File: config.mk
export PLATFORM = sky130hd
export DESIGN_NAME = gccl_ctrl
export DESIGN_NICKNAME = d
export VERILOG_FILES = /design/src/hdl/gccl_pkg.sv /design/src/hdl/gccl_ctrl.sv
export SDC_FILE = /design/constraint.sdc
export NUM_CORES = 1
export LEC_CHECK = 0
export BUFFER_PORTS_ARGS = -buffer_cell sky130_fd_sc_hd__buf_4
export CORE_AREA = 5 5 42 44
export CTS_CLUSTER_SIZE = 30
export DETAILED_ROUTE_END_ITERATION = 12
export DIE_AREA = 0 0 47 49
export PLACE_DENSITY = 0.56
export SYNTH_ARGS = -nofsm -noshare
export SYNTH_HDL_FRONTEND = slang
export SYNTH_SLANG_ARGS = --single-unit
File: constraint.sdc
create_clock -name clk -period 1.6 [get_ports clk]
set_input_delay 0.16 -clock clk [delete_from_list [all_inputs] [get_ports clk]]
set_output_delay 0.16 -clock clk [all_outputs]
set_load 0.01 [all_outputs]
File: src/hdl/gccl_pkg.sv
// gccl_pkg: types, constants and helper functions for the grid cell cluster labeler
// used by gccl_datapath, gccl_ctrl and the top level; depends on nothing else
package gccl_pkg;

    localparam int MAX_CELLS  = 1024;
    localparam int FRAC_BITS  = 16;
    localparam int SLOT_BITS  = $clog2(MAX_CELLS);
    localparam int COUNT_BITS = SLOT_BITS + 1;
    localparam int SHIFT      = 2 * FRAC_BITS;
    localparam int EPOCH_BITS = 4;
    localparam int ENTRY_BITS = 3 * 32 + 10 + EPOCH_BITS;

    localparam logic [31:0] HASH_X = 32'h9E3779B1;
    localparam logic [31:0] HASH_Y = 32'h85EBCA77;
    localparam logic [31:0] HASH_Z = 32'hC2B2AE3D;

    typedef struct packed {
        logic signed [31:0] pos_x;
        logic signed [31:0] pos_y;
        logic signed [31:0] pos_z;
        logic               first_of_set;
    } in_item_t;

    typedef struct packed {
        logic [9:0]  cell_tag;
        logic        new_cell;
        logic [10:0] cells_in_use;
        logic        overflow;
    } out_item_t;

    // an entry counts as stored only while its epoch matches the current set
    typedef struct packed {
        logic [31:0]           cx;
        logic [31:0]           cy;
        logic [31:0]           cz;
        logic [9:0]            tag;
        logic [EPOCH_BITS-1:0] epoch;
    } entry_t;

    typedef enum logic [3:0] {
        ST_IDLE,
        ST_INIT,
        ST_CLEAR,
        ST_MUL,
        ST_CELL,
        ST_HASH,
        ST_READ,
        ST_WAIT,
        ST_CHECK,
        ST_OUT
    } state_t;

    // controller to datapath
    typedef struct packed {
        logic load_item;
        logic clear_step;
        logic do_mul;
        logic do_cell;
        logic do_hash;
        logic issue_read;
        logic advance;
        logic finish;
        logic out_take;
    } cmd_t;

    // datapath to controller
    typedef struct packed {
        logic clear_done;
        logic resolved;
        logic out_full;
        logic wipe;
    } status_t;

    // product of the magnitude and scale, floored and saturated
    function automatic logic [31:0] to_cell(input logic neg, input logic [63:0] prod);
        logic [63:0] q;
        begin
            if (!neg)
            begin
                q = prod >> SHIFT;
                to_cell = (q > 64'h7FFFFFFF) ? 32'h7FFFFFFF : q[31:0];
            end
            else
            begin
                q = (prod + ((64'd1 << SHIFT) - 64'd1)) >> SHIFT;
                if (q > 64'h80000000)
                    q = 64'h80000000;
                to_cell = 32'd0 - q[31:0];
            end
        end
    endfunction

endpackage

File: src/hdl/gccl_ctrl.sv
// gccl_ctrl: sequencer for one vertex: sweep, scale, floor, hash, probe, write back
// depends on gccl_pkg
module gccl_ctrl (
    input  logic              clk,
    input  logic              rst_n,
    input  logic              in_valid,
    output logic              in_ready,
    input  logic              out_ready,
    input  gccl_pkg::status_t status,
    output gccl_pkg::cmd_t    cmd
);
    gccl_pkg::state_t state_reg, state_next;

    always_ff @(posedge clk or negedge rst_n)
    begin
        if (!rst_n)
            state_reg <= gccl_pkg::ST_INIT;
        else
            state_reg <= state_next;
    end

    logic out_free;
    assign out_free = !status.out_full || out_ready;

    always_comb
    begin
        state_next = state_reg;
        case (state_reg)
            gccl_pkg::ST_INIT:  if (status.clear_done) state_next = gccl_pkg::ST_IDLE;
            gccl_pkg::ST_IDLE:
                if (in_valid)
                    state_next = status.wipe ? gccl_pkg::ST_CLEAR : gccl_pkg::ST_MUL;
            gccl_pkg::ST_CLEAR: if (status.clear_done) state_next = gccl_pkg::ST_MUL;
            gccl_pkg::ST_MUL:   state_next = gccl_pkg::ST_CELL;
            gccl_pkg::ST_CELL:  state_next = gccl_pkg::ST_HASH;
            gccl_pkg::ST_HASH:  state_next = gccl_pkg::ST_READ;
            gccl_pkg::ST_READ:  state_next = gccl_pkg::ST_WAIT;
            gccl_pkg::ST_WAIT:  state_next = gccl_pkg::ST_CHECK;
            gccl_pkg::ST_CHECK:
                if (status.resolved)
                    state_next = gccl_pkg::ST_OUT;
                else
                    state_next = gccl_pkg::ST_WAIT;
            gccl_pkg::ST_OUT:   if (out_free) state_next = gccl_pkg::ST_IDLE;
            default:            state_next = gccl_pkg::ST_IDLE;
        endcase
    end

    always_comb
    begin
        cmd = '0;
        in_ready = 1'b0;
        case (state_reg)
            gccl_pkg::ST_IDLE:
            begin
                in_ready      = 1'b1;
                cmd.load_item = in_valid;
                cmd.out_take  = out_ready;
            end
            gccl_pkg::ST_INIT, gccl_pkg::ST_CLEAR:
            begin
                cmd.clear_step = 1'b1;
                cmd.out_take   = out_ready;
            end
            gccl_pkg::ST_MUL:   begin cmd.do_mul = 1'b1; cmd.out_take = out_ready; end
            gccl_pkg::ST_CELL:  begin cmd.do_cell = 1'b1; cmd.out_take = out_ready; end
            gccl_pkg::ST_HASH:  begin cmd.do_hash = 1'b1; cmd.out_take = out_ready; end
            gccl_pkg::ST_READ:  begin cmd.issue_read = 1'b1; cmd.out_take = out_ready; end
            gccl_pkg::ST_WAIT:  cmd.out_take = out_ready;
            gccl_pkg::ST_CHECK:
            begin
                cmd.out_take = out_ready;
                cmd.advance  = !status.resolved;
            end
            gccl_pkg::ST_OUT:
            begin
                cmd.out_take = out_ready;
                cmd.finish   = out_free;
            end
            default: cmd = '0;
        endcase
    end
endmodule

======== Word-level counts from Yosys, hierarchy flattened ========
Index checks and enable logic that the tools add are counted.
word-level totals
  bits in registers ....................... 4
  bits of input ports ..................... 8
  output and inout port bits .............. 10
  logic and storage cells ................. 38
operators by class
  equality and inequality tests ........... 13
  mux-type cells .......................... 17
  reductions and logical operators ........ 7
operators with widths
  operator                                                         number
  4-bit one-hot mux with 10 select lines                           1
  4-bit two-way mux                                                5
  4-bit by 3-bit == test with 1-bit output, second input constant  4
  1-bit two-way mux                                                11
  10-bit OR reduction                                              1
  4-bit by 2-bit == test with 1-bit output, second input constant  2
  4-bit == test, second input constant                             2
  2-bit inequality test, second input constant                     4
  4-bit by 1-bit == test with 1-bit output, second input constant  1
  4-bit logical NOT                                                1
  4-bit AND reduction                                              1
  1-bit logical NOT                                                2
  2-bit OR reduction                                               1
  1-bit logical OR                                                 1

======== Longest topological paths before layout ========
  depth in word-level cells ............... 4
  gate-level depth with buffers ........... 5
  gate-level depth less buffers ........... 4

======== Worst setup path before layout ========
Ideal clock, no wire load.
  kind .................................... flip-flop to output port
  from .................................... register state_reg[0]
  to ...................................... output cmd[8] (netlist bit)
  arrival ................................. 1.126 ns
  data required time ...................... 1.440 ns
  slack ................................... 0.314 ns
  cell stages (with the launch flop) ...... 4
  path buffers ............................ 1
  path through ............................ dfstp_2 buf_4 nor4_2 and2_1
RTL lines
  what                      line             RTL
  start: declaration        gccl_ctrl.sv:12  gccl_pkg::state_t state_reg, state_next;
  start signal: assignment  gccl_ctrl.sv:17  state_reg <= gccl_pkg::ST_INIT;
  start signal: assignment  gccl_ctrl.sv:19  state_reg <= state_next;
  end: declaration          gccl_ctrl.sv:10  output gccl_pkg::cmd_t cmd

==> results list <==
* DRC violation count after routing: 0
* Maximum number of buffers from clock root to sink: 2
- TritonCTS built the clock tree.
- Worst hold-check path type: primary input to flop
- For this design the top-level I/O count stands at 18.
* Clock tree skew after final layout: roughly 0.0035 ns
- After layout, the minimum clock period comes to about 1.5 ns.
* Largest net degree at the start of global routing: 17
* Max FFs per register: 4
* Final Total Pwr: approximately 1100 µW
- Worst IR Drop VDD: between 1 and 1.5 mV
* CORE AREA: approximately 1400 µm²
- Once layout is complete, the utilization of the core stands at about two fifths.
* Total number of H-tree levels: 1
- Buffers placed on the I/O ports in this run total 17.
- Count of final hold-check violations: 0
- Met3 wirelength from detailed routing: between 40 and 50 µm
- Cells on Worst Hold Path: 3
- Async set-or-reset flop fraction in the synthesized netlist: 100%
- Avg Vias per Cell: approximately 4.9
* Top cell type's share of synthesized area: a little under a fifth
* Nature of the critical path startpoint: flop
* Global-route total usage across every layer: under 10%
- Routed length per instance: 11.1 µm
- Critical register-to-register path endpoint: state_reg[0]
- The number of global-route vias before repair was 391.
- Die Y-Extent: just under 50 µm
- Counting cells, the worst reg-to-reg path comes to 5.
* First-pass GRT wire length: around 1600 µm
* Drt initial violations: 1
- For this block, the via count after detailed routing is approximately 450.
- After clock tree synthesis, the clock-pin slew on the worst setup and hold paths is 0.03 ns.
* Hold path startpoint: status[2]
- Area growth from synthesis to layout: 43.3%
- Yosys mapped a number of flops with a built-in enable equal to 0.
* Clock Latency Late Sink: roughly 0.23 ns
* Total routed wire length on the met1 layer: 446 µm
- Among all flip-flop cells after synthesis, the most frequent one is sky130_fd_sc_hd__dfrtp_1.
* Register-to-register setup slack: ~0.19 ns
* Run status: completed
- The biggest area contributor in the post-synthesis netlist is sky130_fd_sc_hd__dfrtp_1.
- WL final: slightly above 1000 µm
- Post-layout nets: 85
- Critical R2R Launch: state_reg[0]
* Num CTS Buffers: 3
- The worst path uses around 94% of the clock period.
* Library cells used by synthesis: 26
- Required time reported for the critical path endpoint: roughly 1.4 ns
- Data on the critical path arrives at its endpoint at roughly 1.3 ns.
- After synthesis the cells add up to between 400 and 500 µm².
- Antenna violations before repair: 0
- GRT Residual Overflow: 0
- Final HPWL DP: 820 µm
- The clock drives 4 sinks.
* CP endpoint kind: output port
* Fmax: ~670 MHz
- Met2 Wirelength: roughly 530 µm
* Count of nets left with antenna violations after detail routing: 0
- Register area share after synthesis: 24.7%
- Leaving out filler cells and counting taps, the final layout contains 92.
* Worst relative slew slack: between 70 and 80%
- The initialized floorplan defines 14 standard-cell rows.
* Leakage power of the design: approximately 0.00026 µW
- Worst Path Class, Setup: flop to output port
* Critical Path Fanout Max: 9
* Top routing layer in use: met3
- Once the floorplan was initialized, standard cells occupied ~29% of the core.
- Die footprint: approximately 2300 µm²
- End point of the worst hold path: state_reg[3]
- Horizontal extent of the die: 47 µm
- The tree is rooted in a sky130_fd_sc_hd__clkbuf_4.
- Biggest area contributors in the synthesized netlist: sky130_fd_sc_hd__dfrtp_1 (18%), sky130_fd_sc_hd__nor2_1 (7.3%), sky130_fd_sc_hd__dfstp_2 (6.4%)
* Fraction of final layout cells with drive strength greater than 1: about 37%
- Power spread over the standard cell area amounts to roughly 1900 nW/µm².
- Global placer's final weighted congestion: 0.701
- Max-capacitance violation count: 0
- Ant diodes: 0
* Number of nets produced by synthesis: between 60 and 70
- Synthesized instance count: 55
- The filler cells instantiated in the layout total 148.
- Warnings, synthesis: 0
- First-pass detailed-route iteration total: 4
* Final setup violating endpoints: 0
* Total negative slack: 0 ns
- Number of placed instances with taps included: 85
- For the pin with the worst max-slew slack, the measured transition is roughly 0.38 ns.
- Post-Syn Area per Cell: about 7.5 µm²
- Synthesis-stage register bit count: 4
- Max-slew violation count: 0
[kinds of logic after synthesis]
logic type	Yosys count	synth area share [%]
and+or+nand+nor	35	48.2
AOI/OAI and AO/OA	9	13.7
buffers and inverters	5	8.53
muxes	2	4.88
DFF	4	24.7
[layout make-up]
type	instances	area, µm²	area share, %
tap	16	20.0	3.40
sequential	4	104	17.7
inverter	1	3.75	0.638
clock buffer	4	26.3	4.47
multi-input combinational	46	274	46.6
timing repair buffer	21	160	27.2
[power by group]
| part | leakage, µW | switching [µW] | internal, µW | total (µW) |
|---|---|---|---|---|
| sequential | 0.0000459 | 151 | 167 | 318 |
| clock | 0.0000150 | 39.0 | 93.4 | 132 |
| combinational | 0.000200 | 310 | 366 | 676 |
| total | 0.000261 | 500 | 627 | 1130 |
[placed cells by master, fill, tap and decap left out, types with 2 or more instances in the layout]
cell	instances
sky130_fd_sc_hd__a21oi_1	3
sky130_fd_sc_hd__and2_1	2
sky130_fd_sc_hd__buf_4	20
sky130_fd_sc_hd__clkbuf_4	3
sky130_fd_sc_hd__dfrtp_2	2
sky130_fd_sc_hd__mux2i_1	2
sky130_fd_sc_hd__nand2_1	2
sky130_fd_sc_hd__nand2b_1	3
sky130_fd_sc_hd__nand3_1	4
sky130_fd_sc_hd__nand3b_1	2
sky130_fd_sc_hd__nor2_1	8
sky130_fd_sc_hd__nor2b_1	3
sky130_fd_sc_hd__nor3_1	5
sky130_fd_sc_hd__nor4_1	2
sky130_fd_sc_hd__o21ai_1	2
[worst max path at each step]
stage                             from            to  slack [ns]  cells after the start
after CTS                 state_reg[0]        cmd[8]        0.03                      4
final                     state_reg[0]        cmd[8]         0.1                      4
after detailed placement  state_reg[1]  state_reg[0]        0.25                      4
after global placement    state_reg[2]  state_reg[1]        0.24                      4
after floorplan           state_reg[0]        cmd[8]        0.31                      3
after global routing      state_reg[0]        cmd[1]      -0.003                      3
[metrics by stage]
step | hold slack [ns] | cell area, µm² | setup slack (ns)
global placement | -0.0425 | 534 | 0.238
global route | 0.257 | 588 | -0.00314
detailed placement | -0.0424 | 534 | 0.248
floorplan | -0.136 | 410 | 0.314
CTS | 0.235 | 571 | 0.0348
finish | 0.235 | 588 | 0.0984
[Yosys cell counts (2+ instances only)]
| master | n |
|---|---|
| sky130_fd_sc_hd__o21ai_1 | 2 |
| sky130_fd_sc_hd__buf_4 | 2 |
| sky130_fd_sc_hd__nor3_1 | 5 |
| sky130_fd_sc_hd__dfrtp_1 | 3 |
| sky130_fd_sc_hd__nand2_1 | 2 |
| sky130_fd_sc_hd__mux2i_1 | 2 |
| sky130_fd_sc_hd__nand2b_1 | 3 |
| sky130_fd_sc_hd__and2_1 | 2 |
| sky130_fd_sc_hd__a21oi_1 | 3 |
| sky130_fd_sc_hd__nand3_1 | 4 |
| sky130_fd_sc_hd__nor4_1 | 2 |
| sky130_fd_sc_hd__nor2_1 | 8 |
| sky130_fd_sc_hd__nor2b_1 | 3 |
| sky130_fd_sc_hd__nand3b_1 | 2 |
[critical path, stage by stage (launching register included)]
cell and delay, ns:
sky130_fd_sc_hd__dfstp_2 0.61, sky130_fd_sc_hd__buf_4 0.16, sky130_fd_sc_hd__nor4_2 0.05, sky130_fd_sc_hd__and2_1 0.16, sky130_fd_sc_hd__buf_4 0.13
[what timing repair did]
action / CTS / global route
endpoints found under the hold margin: 4 / 0
buffers inserted: 0 / 2
endpoints found under the setup margin: 0 / 6
hold buffers: 1 / 0
gates resized for setup: 0 / 2
[routing by layer]
layer  track usage (%)  up-vias
li1                  -      239
met1              11.7      206
met2              14.3        7
met3              2.21        0
met4              6.91        0
met5                 0        -
No activity file was read; power rests on OpenSTA's default activity.
